==> src/l2nv_pkg.sv <==
// ----------------------------------------------------------------------------
// l2nv_pkg
// Shared types, register indexes and the reciprocal square root seed table.
// ----------------------------------------------------------------------------
`timescale 1ns / 1ps
`default_nettype none

package l2nv_pkg;

    localparam int SUM_W   = 38;
    localparam int S_W     = 39;
    localparam int LEN_W   = 7;
    localparam int DATA_W  = 16;
    localparam int ADDR_W  = 2;

    localparam logic [ADDR_W-1:0] CFG_EPSILON     = 2'd0;
    localparam logic [ADDR_W-1:0] CFG_QUERY_SCALE = 2'd1;
    localparam logic [ADDR_W-1:0] CFG_VECTOR_LEN  = 2'd2;

    localparam logic [DATA_W-1:0] SCALE_ONE = 16'd4096;

    // One finished vector handed from the front to the back
    typedef struct packed {
        logic [S_W-1:0]    s;
        logic [DATA_W-1:0] scale;
        logic [LEN_W-1:0]  n;
        logic              bank;
    } job_t;

    // Q1.30 seed for rsqrt, indexed by the top three bits of the Q2.30 mantissa
    function automatic logic [31:0] seed_lut(input logic [2:0] idx);
        logic [31:0] r;
        unique case (idx)
            3'd0:    r = 32'd1073741824;
            3'd1:    r = 32'd1073741824;
            3'd2:    r = 32'd960383884;
            3'd3:    r = 32'd811672540;
            3'd4:    r = 32'd715827883;
            3'd5:    r = 32'd647490683;
            3'd6:    r = 32'd595604799;
            default: r = 32'd554477913;
        endcase
        return r;
    endfunction

endpackage

`default_nettype wire

==> src/l2nv_buf.sv <==
// ----------------------------------------------------------------------------
// l2nv_buf
// Two-bank element store, one write port and one registered read port.
// ----------------------------------------------------------------------------
`timescale 1ns / 1ps
`default_nettype none

module l2nv_buf #(
    parameter int AW = 6
) (
    input  wire                          aclk,
    input  wire                          wr_en,
    input  wire  [AW:0]                  wr_addr,
    input  wire  [l2nv_pkg::DATA_W-1:0]  wr_data,
    input  wire  [AW:0]                  rd_addr,
    output logic [l2nv_pkg::DATA_W-1:0]  rd_data
);

    logic [l2nv_pkg::DATA_W-1:0] mem [2**(AW+1)];

    always_ff @(posedge aclk) begin
        if (wr_en) begin
            mem[wr_addr] <= wr_data;
        end
        rd_data <= mem[rd_addr];
    end

endmodule

`default_nettype wire

==> config.mk <==
export PLATFORM = sky130hd
export DESIGN_NAME = l2nv_buf
export DESIGN_NICKNAME = d
export VERILOG_FILES = /design/src/l2nv_pkg.sv /design/src/l2nv_buf.sv
export SDC_FILE = /design/constraint.sdc
export NUM_CORES = 2
export LEC_CHECK = 0
export BUFFER_PORTS_ARGS = -buffer_cell sky130_fd_sc_hd__buf_2
export CORE_MARGIN = 1
export CORE_UTILIZATION = 55
export DETAILED_ROUTE_END_ITERATION = 7
export PLACE_DENSITY = 0.73
export SLEW_MARGIN = 10
export SYNTH_ARGS = -nofsm -noshare
export SYNTH_HDL_FRONTEND = slang
export SYNTH_SLANG_ARGS = --single-unit
==> constraint.sdc <==
create_clock -name aclk -period 3.3 [get_ports aclk]
set_input_delay 0.66 -clock aclk [delete_from_list [all_inputs] [get_ports aclk]]
set_output_delay 0.66 -clock aclk [all_outputs]
set_load 0.05 [all_outputs]
==> results by group <==
Setup path
  • Slowest-stage cell, CP: mux4_2
  • Critical-path cell list: buf_8 > buf_12 > buf_12 > buf_12 > mux4_2 > mux4_2 > mux4_2 > mux2_2
  • Crit path capture type: register
  • CP startpoint kind: input port
  • Worst Path Required: 4.03 ns
  • Slowest cell delay on critical path: 0.57 ns
  • Crit path DAT: 3.43 ns
  • Critical path class: in -> reg
  • Worst Path Max Fanout: 24

Clocking
  • Root buf cell: clkbuf_16
  • Clock Sinks: 2064
  • CTS hold repair buffers: 0
  • CTS H-tree depth: 4
  • Clock Latency Late Sink: 0.84 ns
  • Resize count post-CTS: 0
  • Clock Pin Slew Worst Setup and Hold Paths: 0.06 ns
  • Clock tree buffer depth: 3
  • TritonCTS Buffers: 195
  • Post-CTS Repair Setup Buffers: 0
  • CTS tree: yes

Detailed routing
  • First-pass iteration count of the detailed router: 5
  • Via count: 36.8k
  • # DRC: 0
  • DRT antenna net count: 0
  • Vias/cell: 6.64
  • Starting DRC count in detailed routing: 5063
  • WL/cell: 34.8 um
  • Total Routed Length: 193 mm

Synth
  • Post-synth ARST share: 0
  • Post-synth EDFFs: 2048
  • Area leader, netlist: edfxtp_1
  • Synth Instances: 3086
  • Synth area leaders: edfxtp_1, mux4_2, nor2_1, dfxtp_1, clkbuf_1
  • Seq/Total Area, Yosys: 0.787
  • Mean area per synthesized cell: 25.4 um2
  • Count leader, synth: edfxtp_1
  • Syn nets: 3118
  • Yosys reg bits: 2064
  • Post-synth cell types: 17
  • Synth cell count leaders: edfxtp_1, mux4_2, nor2_1
  • Syn. warnings: 0
  • Synth top area share: 0.783
  • Cell Area, Synth: 78500 um2
  • Dominant synthesized flop cell: edfxtp_1

Power and ir drop
  • Total power: 0.0539 W
  • Pwr/cell area: 598 nW/um2
  • Static power due to leakage: 28.2 nW
  • Maximum VDD drop: 0.000652 V

Layout
  • Post-layout util: 0.636
  • Nets: 3516
  • Area grow syn2layout: 14.7%
  • Layout cells sized above 1: 0.368
  • Fin area: 90100 um2

Run status
  • Status: finished clean

Placement
  • Area post-placement: 83800 um2
  • HPWL after DPL: 113 mm
  • Placement Setup Slack: -0.250 ns
  • Gpl congestion: 0.842
  • Port bufs: 47

Global route
  • Vias in the first global route: 37.9k
  • First-pass GRT wire length: 275 mm
  • Total congestion overflow: 0
  • Total GRT Usage: 0.272
  • Largest net degree at the start of global routing: 129
  • Initial antenna violation count: 25

STA
  • Final hold viol count: 0
  • Fin crit share: 0.818
  • Fmax achieved: 370 MHz
  • Measured slew at the worst slew-check pin: 1.03 ns
  • Pins Over Slew Limit: 0
  • Slew HR: 0.310
  • Worst hold slack: 0.195 ns
  • Fin crit period: 2.70 ns
  • RSZ-0062 raised after global routing: false
  • Final setup fails: 0
  • Final setup margin: 0.599 ns
  • Clock Skews: 0.0664 ns

Min path
  • Worst min path class: in -> reg

Floorplan
  • Starting Density: 0.555
  • Die Width: 380 um
  • Io pins: 48
  • Core area: 142000 um2
  • Die span in y: 380 um
  • # rows: 138
  • Die area: 144000 um2

Job
  • Max-cap violations: 0
==> registers in the layout, summed over array words and instances, names as in the netlist <==
register and flops:
mem 2048, rd_data 16
==> critical path: cells and delay by family <==
family,cells,cell delay [ns]
multiplexers,4,1.93
buffers and inverters,4,0.78
==> area by class of cell <==
class / count / area [um2]
Tap cell: 1890 / 2360
Fill cell: 8882 / 51500
Timing Repair Buffer: 365 / 3520
Antenna cell: 7 / 17.5
Sequential cell: 2064 / 61800
Clock buffer: 240 / 5090
Multi-Input combinational cell: 858 / 16100
Clock inverter: 123 / 1170
==> per-stage QoR <==
stage / setup TNS (ns) / instances
5_1_grt: 0 / 5542
2_1_floorplan: 0 / 3086
4_1_cts: 0 / 5539
3_5_place_dp: -2.58 / 5176
3_3_place_gp: -2.53 / 5176
6_report: 0 / 5547
==> cells in the final DEF, fill, tap and decap left out, types with 2 or more instances in the layout <==
cell type      n
mux2_2        16
buf_8          3
nand4_1        3
clkinv_1      55
nor2_1       108
bufinv_16     15
nand2b_1       2
clkbuf_8       2
nor2b_1        7
dfxtp_1       16
clkinvlp_4     7
nand2_1       14
buf_12        64
inv_6          3
nor3_2         9
clkbuf_1      42
diode_2        7
inv_16         5
buf_2         27
mux4_2       672
nand3_1       12
clkinv_2      29
clkinv_16      4
nor2_2        14
buf_6          2
clkbuf_16    196
buf_4        268
clkinv_8       3
edfxtp_1    2048
==> worst paths after layout <==
path                        startpoint                     to  slack (ns)  depth (start not counted)
setup / recovery            rd_addr[0]    rd_data[12]$_DFF_P_        0.60                          8
hold reg to reg   mem[70][9]$_DFFE_PP_     rd_data[9]$_DFF_P_        1.15                          4
hold / removal             wr_data[15]  mem[47][15]$_DFFE_PP_        0.19                          1
setup reg to reg  mem[22][6]$_DFFE_PP_     rd_data[6]$_DFF_P_        0.82                          4
==> layer usage <==
metal	routed length, um	vias to the layer above	part of all wire	GRT usage
li1	-	14278	-	-
met1	70200	19672	0.36	0.376
met2	95000	2492	0.49	0.434
met3	22400	372	0.12	0.0651
met4	5680	12	0.029	0.0840
met5	78	-	0.00040	0
==> cells by family (layout without fill, tap and decap cells) <==
group	count (synthesis)	after routing	synth area share
buf+inv	164	728	0.00881
flops	2064	2064	0.787
mux	688	688	0.195
other cells	0	7	0
simple gates	170	170	0.00888
==> power breakdown <==
group	internal (W)	leakage (nW)	switching, W
clock network	0.0122	3.03	0.00967
registers	0.0289	18.5	0.000102
logic	0.00122	6.61	0.00172
Power figures use the tool's default switching activity.
