**src/l2nv_pkg.sv**
```systemverilog
// ----------------------------------------------------------------------------
// l2nv_pkg
// Shared types, register indexes and the reciprocal square root seed table.
// ----------------------------------------------------------------------------
`timescale 1ns / 1ps
`default_nettype none

package l2nv_pkg;

    localparam int SUM_W   = 38;
    localparam int S_W     = 39;
    localparam int LEN_W   = 7;
    localparam int DATA_W  = 16;
    localparam int ADDR_W  = 2;

    localparam logic [ADDR_W-1:0] CFG_EPSILON     = 2'd0;
    localparam logic [ADDR_W-1:0] CFG_QUERY_SCALE = 2'd1;
    localparam logic [ADDR_W-1:0] CFG_VECTOR_LEN  = 2'd2;

    localparam logic [DATA_W-1:0] SCALE_ONE = 16'd4096;

    // One finished vector handed from the front to the back
    typedef struct packed {
        logic [S_W-1:0]    s;
        logic [DATA_W-1:0] scale;
        logic [LEN_W-1:0]  n;
        logic              bank;
    } job_t;

    // Q1.30 seed for rsqrt, indexed by the top three bits of the Q2.30 mantissa
    function automatic logic [31:0] seed_lut(input logic [2:0] idx);
        logic [31:0] r;
        unique case (idx)
            3'd0:    r = 32'd1073741824;
            3'd1:    r = 32'd1073741824;
            3'd2:    r = 32'd960383884;
            3'd3:    r = 32'd811672540;
            3'd4:    r = 32'd715827883;
            3'd5:    r = 32'd647490683;
            3'd6:    r = 32'd595604799;
            default: r = 32'd554477913;
        endcase
        return r;
    endfunction

endpackage

`default_nettype wire

```
**src/l2nv_front.sv**
```systemverilog
// ----------------------------------------------------------------------------
// l2nv_front
// Takes elements, writes them to the store and sums their squares.
// ----------------------------------------------------------------------------
`timescale 1ns / 1ps
`default_nettype none

module l2nv_front #(
    parameter int MAX_LENGTH = 64,
    parameter int AW         = 6
) (
    input  wire                          aclk,
    input  wire                          aresetn,
    input  wire                          in_xfer,
    input  wire  [l2nv_pkg::DATA_W-1:0]  element,
    input  wire                          is_key,
    input  wire  [l2nv_pkg::DATA_W-1:0]  epsilon,
    input  wire  [l2nv_pkg::DATA_W-1:0]  query_scale,
    input  wire  [l2nv_pkg::LEN_W-1:0]   vector_length,
    output logic                         wr_en,
    output logic [AW:0]                  wr_addr,
    output logic                         push,
    output l2nv_pkg::job_t               push_job
);

    logic [l2nv_pkg::SUM_W-1:0] sum_reg, sum_next;
    logic [l2nv_pkg::LEN_W-1:0] cnt_reg, n, len;
    logic                       key_reg, key_cur, bank_reg, done;
    logic [16:0]                mag;

    always_comb begin
        mag = element[15] ? 17'(17'h10000 - {1'b0, element}) : {1'b0, element};
        sum_next = l2nv_pkg::SUM_W'(sum_reg + l2nv_pkg::SUM_W'(mag * mag));
        n = cnt_reg + 7'd1;
        if (vector_length == 7'd0) begin
            len = 7'd1;
        end else if (vector_length > 7'(MAX_LENGTH)) begin
            len = 7'(MAX_LENGTH);
        end else begin
            len = vector_length;
        end
        done    = (n >= len);
        key_cur = (cnt_reg == 7'd0) ? is_key : key_reg;
    end

    assign wr_en   = in_xfer;
    assign wr_addr = {bank_reg, cnt_reg[AW-1:0]};
    assign push    = in_xfer && done;

    always_comb begin
        push_job.s     = l2nv_pkg::S_W'(sum_next) + l2nv_pkg::S_W'(epsilon);
        push_job.scale = key_cur ? l2nv_pkg::SCALE_ONE : query_scale;
        push_job.n     = n;
        push_job.bank  = bank_reg;
    end

    always_ff @(posedge aclk) begin
        if (!aresetn) begin
            sum_reg  <= '0;
            cnt_reg  <= '0;
            key_reg  <= 1'b0;
            bank_reg <= 1'b0;
        end else if (in_xfer) begin
            key_reg <= key_cur;
            if (done) begin
                sum_reg  <= '0;
                cnt_reg  <= '0;
                bank_reg <= !bank_reg;
            end else begin
                sum_reg <= sum_next;
                cnt_reg <= n;
            end
        end
    end

endmodule

`default_nettype wire

```
**config.mk**
```make
export PLATFORM = sky130hd
export DESIGN_NAME = l2nv_front
export DESIGN_NICKNAME = d
export VERILOG_FILES = /design/src/l2nv_pkg.sv /design/src/l2nv_front.sv
export SDC_FILE = /design/constraint.sdc
export NUM_CORES = 1
export LEC_CHECK = 0
export ABC_AREA = 1
export BUFFER_PORTS_ARGS = -buffer_cell sky130_fd_sc_hd__buf_2
export CORE_MARGIN = 2
export CORE_UTILIZATION = 35
export DETAILED_ROUTE_END_ITERATION = 10
export GPL_TIMING_DRIVEN = 0
export SLEW_MARGIN = 20
export SYNTH_ARGS = -nofsm -noshare
export SYNTH_HDL_FRONTEND = slang
export SYNTH_SLANG_ARGS = --single-unit
export TNS_END_PERCENT = 1
```
**constraint.sdc**
```tcl
create_clock -name aclk -period 11.6 [get_ports aclk]
set_clock_uncertainty 0.05 [all_clocks]
set_input_delay 1.16 -clock aclk [delete_from_list [all_inputs] [get_ports aclk]]
set_output_delay 1.16 -clock aclk [all_outputs]
set_load 0.01 [all_outputs]
```
==> out/qor.json <==
{
  "outcome": "completed",
  "wire_length_of_the_first_global_routing_pass_mm": 63.94,
  "grt.overflow.total": 0,
  "cts_tree": "yes",
  "critPathBufInv": 13,
  "cap_violations": 0,
  "actual_transition_at_the_worst_max_transition_pin_ns": 0.8193,
  "slew-limit-headroom_pct": 44.80,
  "finalHoldViolations": 0,
  "detailedRoute.firstPassIterationCount": 5,
  "dieWidth_um": 204.5,
  "timing_max_transition_violations_final": 0,
  "post_synth_inst_count": 2031,
  "clk_transition_reported_paths_ns": 0.07,
  "crit_path_max_fanout": 10,
  "routedLengthMet1_mm": 17.45,
  "ys_seq_area_share_pct": 6.687,
  "pin_count_of_the_biggest_net_entering_global_routing": 15,
  "timing.critical_path.to_type": "output port",
  "tritoncts.num_buffers": 5,
  "syn_area_per_cell_um2": 6.928,
  "cts_buffer_depth": 2,
  "design.die.area_um2": 41820,
  "antenna_viol_nets_final": 0,
  "drc_errors": 0,
  "io_buffer_count": 130,
  "cp_common_cell": "sky130_fd_sc_hd__nand2_1",
  "final_area_um2": 15850,
  "via_count": 12590,
  "num_rows": 73,
  "detailed_place_hpwl_mm": 34.44,
  "clock_latency_ns": 0.31,
  "worst-endpoint-arrival_ns": 9.95,
  "htreeDepth": 2,
  "postLayoutCoreUtil_pct": 39.89,
  "number_of_nets_in_the_final_layout": 2636,
  "ys_ff_latch": 47,
  "grt_antenna_before_repair": 0,
  "die_height_um": 204.5,
  "fin_crit_ns": 11.16,
  "rsz0062_at_grt": "true",
  "floorplan.initialDensity_pct": 35.41,
  "timing.hold.worst.class": "reg2reg",
  "design.core.area_um2": 39730,
  "clock_sinks": 47,
  "fmax_mhz": 89.64,
  "drt_first_iter_violations": 676,
  "largest_reg_flops": 38,
  "timing.critical_path.max_delay_family": "adder cells",
  "grt_use_total_pct": 19.23,
  "post_drt_wl_per_cell_um": 14.06,
  "drt-vias-per-instance": 4.593,
  "cpMaxStageDelayCell": "sky130_fd_sc_hd__fa_1",
  "num_antenna_cells": 0,
  "placed_area_um2": 15520,
  "final_setup_violation_count": 0,
  "final_layout_size_suffix_gt1_share_pct": 10.07,
  "layoutNonFillerInstCount": 2740,
  "ios": 131,
  "clock-root-buffer": "sky130_fd_sc_hd__clkbuf_16",
  "area_growth_syn_to_layout_pct": 12.63,
  "final.period_utilization_pct": 96.17,
  "final_gp_congestion": 0.9217,
  "critical_path.max_stage_delay_ns": 0.57,
  "highest_layer_used_for_signal_routing": "met4",
  "first_global_vias": 12760,
  "syn_std_cell_area_um2": 14070,
  "nFillCells": 4280,
  "met3_length_mm": 1.543,
  "wl_mm": 38.52,
  "cts_hold_repair.buffers": 0,
  "synth_cell_types": 37,
  "met2_wirelength_mm": 18.73,
  "worstSetupPathType": "in2out",
  "worst_ep_required_time_ns": 10.39,
  "cell_count_after_placement": 2723,
  "synthesis.yosys.warnings": 0,
  "sort_of_element_at_the_start_of_the_critical_path": "input port"
}
-- logic make-up after synthesis --
kind of cell | count (synthesis) | synth area share, %
AO/OA/AOI/OAI | 126 | 4.686
AND/OR/NAND/NOR | 827 | 23.95
adder cells (fa/ha/maj) | 363 | 44.44
other | 2 | 0.05337
buffers and inverters | 608 | 16.47
XOR/XNOR | 58 | 3.717
flip-flops | 47 | 6.687
-- cells in the mapped netlist --
cell                       number  share of area (%)
sky130_fd_sc_hd__o211ai_1       1              0.053
sky130_fd_sc_hd__nor2_4         2               0.16
sky130_fd_sc_hd__o21bai_1       4               0.21
sky130_fd_sc_hd__and2_1         2              0.089
sky130_fd_sc_hd__xnor2_2        1               0.12
sky130_fd_sc_hd__nor2_1       183                4.9
sky130_fd_sc_hd__nand3_2        2               0.14
sky130_fd_sc_hd__o21ai_1        3               0.11
sky130_fd_sc_hd__fa_1         228                 32
sky130_fd_sc_hd__xor2_2         1               0.12
sky130_fd_sc_hd__nand2_1      511                 14
sky130_fd_sc_hd__inv_2         21               0.56
sky130_fd_sc_hd__a21o_1         4               0.21
sky130_fd_sc_hd__nand3_1       68                2.4
sky130_fd_sc_hd__clkinv_1       9               0.24
sky130_fd_sc_hd__ha_1         135                 12
sky130_fd_sc_hd__xor2_1        43                2.7
sky130_fd_sc_hd__buf_2          1              0.036
sky130_fd_sc_hd__a21boi_0       1              0.053
sky130_fd_sc_hd__o21ai_0       21               0.75
sky130_fd_sc_hd__conb_1         2              0.053
sky130_fd_sc_hd__nor4_1         3               0.13
sky130_fd_sc_hd__nand3b_1       8               0.43
sky130_fd_sc_hd__nand2_2        8               0.36
sky130_fd_sc_hd__nor3_1        11               0.39
sky130_fd_sc_hd__nor2_2        11               0.49
sky130_fd_sc_hd__a31oi_1        1              0.044
sky130_fd_sc_hd__a21oi_1       90                3.2
sky130_fd_sc_hd__nor3_2         1              0.071
sky130_fd_sc_hd__xnor2_1       13               0.81
sky130_fd_sc_hd__o31ai_1        1              0.053
sky130_fd_sc_hd__or2_2          4               0.18
sky130_fd_sc_hd__buf_4          9               0.48
sky130_fd_sc_hd__inv_1        547                 15
sky130_fd_sc_hd__clkbuf_1      21               0.56
sky130_fd_sc_hd__nand4_1       13               0.58
sky130_fd_sc_hd__dfxtp_1       47                6.7
-- worst min-delay path: cells and delay by family, from the launching register on --
family | cells | cell delay [ns]
flip-flops | 1 | 0.31
AND/OR/NAND/NOR | 1 | 0.06
AO/OA/AOI/OAI | 1 | 0.06
-- layer usage --
layer	vias to the layer above	GRT usage (%)
met3	45	1.702
met2	248	33.22
met5	-	0
li1	6235	-
met1	6058	26.22
met4	0	3.986
-- cells in the final DEF (no fill, tap or decap), drive strengths merged, types with 27 or more instances in the layout --
cell / n
fa: 228
nand2: 519
dfxtp: 47
ha: 135
nor2: 196
conb: 39
nand3: 70
buf: 149
clkbuf: 27
inv: 566
a21oi: 90
xor2: 44
-- worst paths after layout --
kind | end | slack (ns) | depth (start not counted) | start
min reg2reg | sum_reg[31] | 0.42 | 2 | sum_reg[31]
min | sum_reg[31] | 0.42 | 2 | sum_reg[31]
max reg2reg | sum_reg[37] | 6.45 | 21 | sum_reg[9]
max | push_job[58] | 0.44 | 42 | element[0]
-- through the flow --
step	TNS (ns)	setup WS, ns	hold slack [ns]
3_5_place_dp	-10.00	-0.8452	0.4090
3_3_place_gp	-9.667	-0.8307	0.4053
2_1_floorplan	0	1.654	0.3936
6_report	0	0.4446	0.4193
5_1_grt	-0.06210	-0.04777	0.4441
4_1_cts	0	0.06350	0.4200
-- what timing repair did --
| item | CTS | global route |
|---|---|---|
| setup endpoints to repair | 23 | 23 |
| gates resized for setup | 10 | 16 |
| cloned | 0 | 0 |
| endpoints found under the hold margin | 0 | 0 |
| buffers inserted | 0 | 9 |
| pin swaps | 0 | 2 |
-- cell type report --
| class | count | area, um^2 | share of cell area (%) |
|---|---|---|---|
| Buffer | 31 | 158.9 | 1.003 |
| Tap cell | 525 | 656.9 | 4.145 |
| Timing Repair Buffer | 139 | 718.2 | 4.532 |
| Sequential cell | 47 | 940.9 | 5.937 |
| Clock inverter | 2 | 12.51 | 0.07895 |
| Inverter | 577 | 2180 | 13.75 |
| Clock buffer | 6 | 128.9 | 0.8132 |
| Multi-Input combinational cell | 1413 | 11050 | 69.74 |
Power is not shown: default switching activity piles up to over one toggle a cycle in this logic, so the estimate is an artifact.
