--- src/l2nv_pkg.sv ---
// ----------------------------------------------------------------------------
// l2nv_pkg
// Shared types, register indexes and the reciprocal square root seed table.
// ----------------------------------------------------------------------------
`timescale 1ns / 1ps
`default_nettype none

package l2nv_pkg;

    localparam int SUM_W   = 38;
    localparam int S_W     = 39;
    localparam int LEN_W   = 7;
    localparam int DATA_W  = 16;
    localparam int ADDR_W  = 2;

    localparam logic [ADDR_W-1:0] CFG_EPSILON     = 2'd0;
    localparam logic [ADDR_W-1:0] CFG_QUERY_SCALE = 2'd1;
    localparam logic [ADDR_W-1:0] CFG_VECTOR_LEN  = 2'd2;

    localparam logic [DATA_W-1:0] SCALE_ONE = 16'd4096;

    // One finished vector handed from the front to the back
    typedef struct packed {
        logic [S_W-1:0]    s;
        logic [DATA_W-1:0] scale;
        logic [LEN_W-1:0]  n;
        logic              bank;
    } job_t;

    // Q1.30 seed for rsqrt, indexed by the top three bits of the Q2.30 mantissa
    function automatic logic [31:0] seed_lut(input logic [2:0] idx);
        logic [31:0] r;
        unique case (idx)
            3'd0:    r = 32'd1073741824;
            3'd1:    r = 32'd1073741824;
            3'd2:    r = 32'd960383884;
            3'd3:    r = 32'd811672540;
            3'd4:    r = 32'd715827883;
            3'd5:    r = 32'd647490683;
            3'd6:    r = 32'd595604799;
            default: r = 32'd554477913;
        endcase
        return r;
    endfunction

endpackage

`default_nettype wire

--- src/l2nv_queue.sv ---
// ----------------------------------------------------------------------------
// l2nv_queue
// Two-entry job queue; each entry holds one store bank until the back pops it.
// ----------------------------------------------------------------------------
`timescale 1ns / 1ps
`default_nettype none

module l2nv_queue (
    input  wire                   aclk,
    input  wire                   aresetn,
    input  wire                   push,
    input  l2nv_pkg::job_t        push_job,
    output logic                  full,
    input  wire                   pop,
    output logic                  head_valid,
    output l2nv_pkg::job_t        head_job
);

    l2nv_pkg::job_t entry_reg [2];
    logic [1:0] cnt_reg, cnt_next;
    logic       rd_ptr_reg, wr_ptr_reg;

    assign full       = (cnt_reg == 2'd2);
    assign head_valid = (cnt_reg != 2'd0);
    assign head_job   = entry_reg[rd_ptr_reg];

    always_comb begin
        cnt_next = cnt_reg;
        if (push && !pop) begin
            cnt_next = cnt_reg + 2'd1;
        end else if (pop && !push) begin
            cnt_next = cnt_reg - 2'd1;
        end
    end

    always_ff @(posedge aclk) begin
        if (!aresetn) begin
            cnt_reg    <= 2'd0;
            rd_ptr_reg <= 1'b0;
            wr_ptr_reg <= 1'b0;
        end else begin
            cnt_reg <= cnt_next;
            if (push) begin
                wr_ptr_reg <= !wr_ptr_reg;
            end
            if (pop) begin
                rd_ptr_reg <= !rd_ptr_reg;
            end
        end
        if (push) begin
            entry_reg[wr_ptr_reg] <= push_job;
        end
    end

endmodule

`default_nettype wire

--- config.mk ---
export PLATFORM = sky130hd
export DESIGN_NAME = l2nv_queue
export DESIGN_NICKNAME = d
export VERILOG_FILES = /design/src/l2nv_pkg.sv /design/src/l2nv_queue.sv
export SDC_FILE = /design/constraint.sdc
export NUM_CORES = 1
export LEC_CHECK = 0
export ABC_CLOCK_PERIOD_IN_PS = 6600
export BUFFER_PORTS_ARGS = -buffer_cell sky130_fd_sc_hd__buf_4
export CORE_UTILIZATION = 45
export DETAILED_ROUTE_END_ITERATION = 8
export GPL_TIMING_DRIVEN = 0
export PLACE_DENSITY = 0.68
export SYNTH_ARGS = -nofsm -noshare
export SYNTH_HDL_FRONTEND = slang
export SYNTH_SLANG_ARGS = --single-unit
export TNS_END_PERCENT = 100
--- constraint.sdc ---
create_clock -name aclk -period 6.6 [get_ports aclk]
set_clock_uncertainty 0.2 [all_clocks]
set_input_delay 0 -clock aclk [delete_from_list [all_inputs] [get_ports aclk]]
set_output_delay 0 -clock aclk [all_outputs]
set_load 0.005 [all_outputs]
==> metrics.txt, run 1 <==
status complete, no violations; Final period util 28.5%; # Post-CTS Setup Buffers 0; Critical-path top delay cell mux2_2; crit start category register; synthesized net count 286; Final GP Congestion 0.662; RSZ-0062 raised after global routing false; Num CTS Buffers 17; share of layout cells above drive strength 1 48.8%; Final Total Pwr 2.08 mW; gr usage total 17.8%; fmax 532 MHz; Routed Antenna Nets 0; post-layout util 72.4%; Area Overhead vs Synth 56.1%; initial antenna violation count 0; Worst Path Required 6400 ps; largest family of logic cells by synthesized area multiplexers; DR vias/cell 4.66; Synth Instances 218; TritonCTS clock tree yes; TritonCTS Sinks 131; total of max-cap violations 0; final wirelength 9.41 mm; Worst EP arrival 1680 ps; DRT Pass-1 Iters 4; number of fill cells 654; # IOs 132; most frequent cells in the layout buf_4 (132), edfxtp_1 (126), dlygate4sd3_1 (94), mux2_2 (63), clkbuf_16 (16); PortBufs 131; P_leak 2.87 nW; Yosys Warn Count 0; die area 11100 um^2; simple-gate portion of the synthesized area 1.23%; Seq/Total Area, Yosys 81.1%; Routed wire per std cell 15.3 um; Reg clk slew, reported paths 60 ps; Crit. End Element primary output; fin crit period 1880 ps; post-route setup slack 4720 ps; Slew Viols, Final 0; WS Path Type register to primary output; worst slew pin tran 857 ps; maximum VDD drop 0.175 mV; layout net count 532; Final Hold Viols 0; Root Buffer clkbuf_8; Finish-stage setup viols 0; Detailed Route Iter0 Violations 77; mux share of post-synthesis cell area 14.8%; Syn Area/Cell 22.0 um^2; CTS max path bufs 2; drt drc 0; Core Area 10300 um^2; die height 105 um; Cell Chain, Critical Path buf_4 -> buf_6 -> mux2_2 -> buf_4; Hold Crit Class primary input to register; remaining global-route overflow 0; Starting Density 46.4%; distinct cell type count after synthesis 17; flops & latches, synth 131; peak fanout along the critical path 10; Synth Area in Adders 0.261%; first-pass GRT wire length 14.3 mm; Clk Latency, worst-skew pair 500 ps; vias in the first global route 2953; commonest non-fill, non-tap cell in the layout buf_4; post-DP HPWL 5.17 mm; Final TNS setup 0 ps; Post-Synth XOR/XNOR Area 0.549%; complex-gate fraction of the synthesized area 0.418%; cell area after synthesis 4790 um^2; Slew HR 42.8%; ANT cells 0; Die X 105 um; max reg flops 126; via count 2856; Max H-tree Level 4; pre-CTS setup slack 4830 ps; slowest cell delay on critical path 350 ps; Rows 37; largest net degree at the start of global routing 64; PD cells 278 nW/um^2; Top cell by count, worst path buf_4
## repair_timing
action                                 CTS  global route
gates resized for setup                  0             0
hold buffers                            87             7
setup endpoints to repair                0             0
endpoints found under the hold margin  194            13
## layout make-up
type / instances / area [um^2] / share of cell area, %
Multi-Input combinational cell: 79 / 837 / 11.2
Clock inverter: 12 / 115 / 1.54
Timing Repair Buffer: 227 / 1960 / 26.3
Sequential cell: 131 / 3880 / 52.0
Inverter: 1 / 3.75 / 0.0502
Tap cell: 136 / 170 / 2.28
Clock buffer: 20 / 425 / 5.69
Buffer: 7 / 75.1 / 1.00
## synth_stat cells
library cell    n  area share (%)
mux2_2         63              15
or2_2           1            0.13
a21boi_1        1            0.16
xor2_1          2            0.37
dfxtp_1         5             2.1
and2b_2         1            0.18
xnor2_1         1            0.18
buf_4           1            0.16
nor2b_1         2            0.26
o21ai_0         1            0.10
and2_1          4            0.52
or3_1           1            0.13
inv_1           1           0.078
o21a_1          1            0.16
buf_6           6             1.4
ha_1            1            0.26
edfxtp_1      126              79
## worst max-delay path, delay by kind of cell (launching register included)
family | cells | cell delay [ps]
buf+inv | 3 | 520
mux | 1 | 350
flops | 1 | 300
## layer usage
metal / up-vias / share of wire [%] / track usage [%]
met5: - / 0 / 0
met4: 0 / 0.51 / 7.44
met3: 2 / 5.4 / 6.67
met2: 103 / 54 / 31.1
met1: 1398 / 40 / 19.5
li1: 1353 / - / -
## final timing paths
kind                from               end  slack (ps)  depth (start not counted)
min          push_job[5]   entry_reg[0][5]          30                          2
max reg2reg   wr_ptr_reg  entry_reg[1][28]        4850                          1
max             register       head_job[9]        4720                          4
min reg2reg   cnt_reg[1]        cnt_reg[1]         300                          2
## kinds of logic (layout without fill, tap and decap cells)
| kind of cell | after synthesis | in the layout |
|---|---|---|
| buffers and inverters | 8 | 267 |
| multiplexers | 63 | 63 |
| AND/OR/NAND/NOR | 9 | 9 |
| adder cells (fa/ha/maj) | 1 | 1 |
| flip-flops | 131 | 131 |
| XOR/XNOR | 3 | 3 |
| AO/OA/AOI/OAI | 3 | 3 |
## through the flow
stage	cells	area, um^2	hold slack [ps]
global placement	485	5940	-15.3
detailed placement	487	5990	-12.6
finish	613	7470	26.9
CTS	606	7400	0.0172
global route	613	7470	0.892
floorplan	218	4790	-101
## power breakdown
part | leakage [nW] | switching, mW | internal (mW)
clock | 0.261 | 0.316 | 0.530
combinational | 1.39 | 0.0947 | 0.166
sequential | 1.22 | 0.0110 | 0.961
No activity file was read; power rests on OpenSTA's default activity.
==> run 2, diff against run 1 <==
--- a/config.mk
+++ b/config.mk
@@ -5,12 +5,13 @@
 export SDC_FILE = /design/constraint.sdc
 export NUM_CORES = 1
 export LEC_CHECK = 0
-export ABC_CLOCK_PERIOD_IN_PS = 6600
+export ABC_AREA = 1
+export ABC_CLOCK_PERIOD_IN_PS = 1570
 export BUFFER_PORTS_ARGS = -buffer_cell sky130_fd_sc_hd__buf_4
 export CORE_UTILIZATION = 45
 export DETAILED_ROUTE_END_ITERATION = 8
 export GPL_TIMING_DRIVEN = 0
-export PLACE_DENSITY = 0.68
+export PLACE_DENSITY = 0.7
 export SYNTH_ARGS = -nofsm -noshare
 export SYNTH_HDL_FRONTEND = slang
 export SYNTH_SLANG_ARGS = --single-unit
==> constraint.sdc (replaced) <==
create_clock -name aclk -period 1.57 [get_ports aclk]
set_clock_uncertainty 0.2 [all_clocks]
set_input_delay 0 -clock aclk [delete_from_list [all_inputs] [get_ports aclk]]
set_output_delay 0 -clock aclk [all_outputs]
set_load 0.005 [all_outputs]
==> run 2 against run 1 <==
Effect of this change: combinational power increased to 4.7 times the previous value; largest power group unchanged; critical endpoint is now head_job[17]; critical path depth unchanged; sequential power increased to 4.2 times the previous value; total power increased to 4.4 times the previous value; die area increased by 5.9%; clock-buffer cell count decreased by 1; via count decreased by 0.14%; the run now ends with setup timing left; global-route usage increased by 0.18 points; setup slack got worse by 4800 ps; first-iteration DRC count increased by 71%; register-to-register slack got worse by 4700 ps; wire length increased by 5.5%.
==> metrics.txt, run 2 <==
status finished, violations left; failing checks setup timing; Routed wire per std cell 16.3 um; vias in the first global route 3083; most common cell in the netlist edfxtp_1; via count 2852; fin crit period 1690 ps; Detailed Route Iter0 Violations 132; Final Hold Viols 0; peak fanout along the critical path 10; number of fill cells 654; Final TNS setup -6460 ps; die height 108 um; initial antenna violation count 0; TritonCTS clock tree yes; Routed Antenna Nets 0; Post-synth EDFFs 126; Critical-path top delay cell dfxtp_2; Hold Crit Class primary input to register; leading area contributor after synthesis edfxtp_1; synthesized net count 299; PD cells 1160 nW/um^2; flops & latches, synth 131; complex-gate fraction of the synthesized area 0.197%; ANT cells 0; Slew Viols, Final 0; Reg clk slew, reported paths 50 ps; post-DP HPWL 5.43 mm; Slew HR 80.4%; crit start category register; Final period util 107%; Synth Instances 231; Area Overhead vs Synth 54.7%; # IOs 132; distinct cell type count after synthesis 14; Commonest cells post-synth edfxtp_1 (126), mux2_4 (60), nand2_1 (9); Worst Path Required 1370 ps; Hold Path Depth 2; fmax 593 MHz; P_leak 3.16 nW; Seq/Total Area, Yosys 76.5%; maximum VDD drop 0.893 mV; Rows 38; total of max-cap violations 0; worst slew pin tran 293 ps; Yosys top cell area share 74.5%; largest net degree at the start of global routing 41; post-layout util 71.8%; remaining global-route overflow 0; Worst EP arrival 1490 ps; slowest cell delay on critical path 340 ps; share of layout cells above drive strength 1 51.5%; Syn Area/Cell 22.0 um^2; PortBufs 131; CTS max path bufs 2; Hold Crit Start push_job[10]; Num CTS Buffers 17; R2R depth 4; DR vias/cell 4.68; DRT Pass-1 Iters 4; Root Buffer clkbuf_16; die area 11700 um^2; Synth Area in Adders 0.246%; Starting Density 46.4%; Final GP Congestion 0.642; Cell Chain, Critical Path buf_12 -> buf_12 -> mux2_4 -> buf_6; Finish-stage setup viols 63; Crit. End Element primary output; cell area after synthesis 5080 um^2; Clk Latency, worst-skew pair 400 ps; ys async rst share 0%; most frequent cells in the layout edfxtp_1 (126), buf_4 (75), dlygate4sd3_1 (67), mux2_4 (60), buf_6 (60); synth top area cells edfxtp_1 (75%), mux2_4 (18%), buf_12 (2.4%); hold path endpoint entry_reg[0][10]; drt drc 0; Yosys Warn Count 0; max reg flops 126; final wirelength 9.93 mm; largest family of logic cells by synthesized area multiplexers; commonest non-fill, non-tap cell in the layout edfxtp_1; Die X 108 um; R2R setup slack 110 ps; Max H-tree Level 4; reg-to-reg endpoint wr_ptr_reg; simple-gate portion of the synthesized area 1.48%; r2r startpoint wr_ptr_reg; Post-Synth XOR/XNOR Area 0%; RSZ-0062 raised after global routing true; gr usage total 18.0%; post-route setup slack -117 ps; WS Path Type register to primary output; first-pass GRT wire length 15.1 mm; mux share of post-synthesis cell area 18.4%; Core Area 10900 um^2; Main synth FF type edfxtp_1; TritonCTS Sinks 131; Top cell by count, worst path buf_12; layout net count 525
==> run 2: cell types whose count changed after synthesis, sizes merged, moves of 2 or more <==
| cell | previous run | this run |
|---|---|---|
| nor2b | 2 | 0 |
| nor2 | 0 | 8 |
| nand2 | 0 | 9 |
| and2 | 4 | 0 |
| xor2 | 2 | 0 |
| inv | 1 | 8 |
==> run 2: where the power goes <==
group          leakage [nW]  internal (mW)  switching, mW  total (mW)
registers              1.22           4.05         0.0505        4.10
logic                  1.66          0.800          0.434        1.23
clock network         0.279           2.46           1.35        3.81
==> run 2: metal layers <==
layer  share of wire (%)  GRT usage [%]  up-vias
met5                   0              0        -
met4                 2.2           8.51        0
met3                 6.3           6.45       16
met2                  53           32.0      110
met1                  38           18.9     1376
li1                    -              -     1350
==> run 2: kinds of logic (layout without fill, tap and decap cells) <==
logic type | after synthesis | in the layout
adder cells (fa/ha/maj) | 1 | 1
buffers and inverters | 15 | 254
AO/OA/AOI/OAI | 2 | 2
AND/OR/NAND/NOR | 19 | 19
multiplexers | 63 | 63
flip-flops | 131 | 131
==> run 2: final cells by class <==
class,count,area [um^2],area share (%)
sequential,131,3890,49.5
buffer,7,140,1.78
inverter,8,33.8,0.430
timing repair buffer,206,2000,25.4
clock inverter,13,141,1.80
timing repair inverter,1,7.51,0.0956
tap,140,175,2.23
multi-input combinational,85,1040,13.3
clock buffer,19,433,5.51
==> run 2: worst max-delay path, delay by kind of cell (launching register included) <==
family,cells,cell delay (ps)
buffers and inverters,3,420
flip-flops,1,340
multiplexers,1,310
==> run 2: worst max path at each step <==
stage | slack, ps | to | depth (start not counted) | startpoint
floorplan | -330 | entry_reg[1][0] | 2 | wr_ptr_reg
global placement | -920 | entry_reg[1][30] | 2 | wr_ptr_reg
detailed placement | -260 | entry_reg[1][31] | 3 | wr_ptr_reg
CTS | -150 | head_job[10] | 4 | register
global route | -180 | head_job[45] | 4 | register
finish | -120 | head_job[17] | 4 | register
==> run 2: what timing repair did <==
action                     4_1_cts  5_1_grt
hold buffers                    67        0
pin swaps                        0        1
resized for setup               64        0
hold endpoints to repair       142        0
cloned                           1        0
setup endpoints to repair      126       92
setup buffers                    1        4
==> run 2: per-stage QoR <==
| step | area, um^2 | hold WS, ps | instances | power, mW | setup slack, ps |
|---|---|---|---|---|---|
| floorplan | 5090 | -101 | 231 | 4.63 | -333 |
| global placement | 6250 | -15.3 | 502 | 5.08 | -919 |
| detailed placement | 6320 | -12.4 | 505 | 5.12 | -262 |
| CTS | 7810 | 93.0 | 606 | 9.22 | -145 |
| global route | 7860 | 109 | 610 | 9.47 | -181 |
| finish | 7860 | 121 | 610 | 9.14 | -117 |
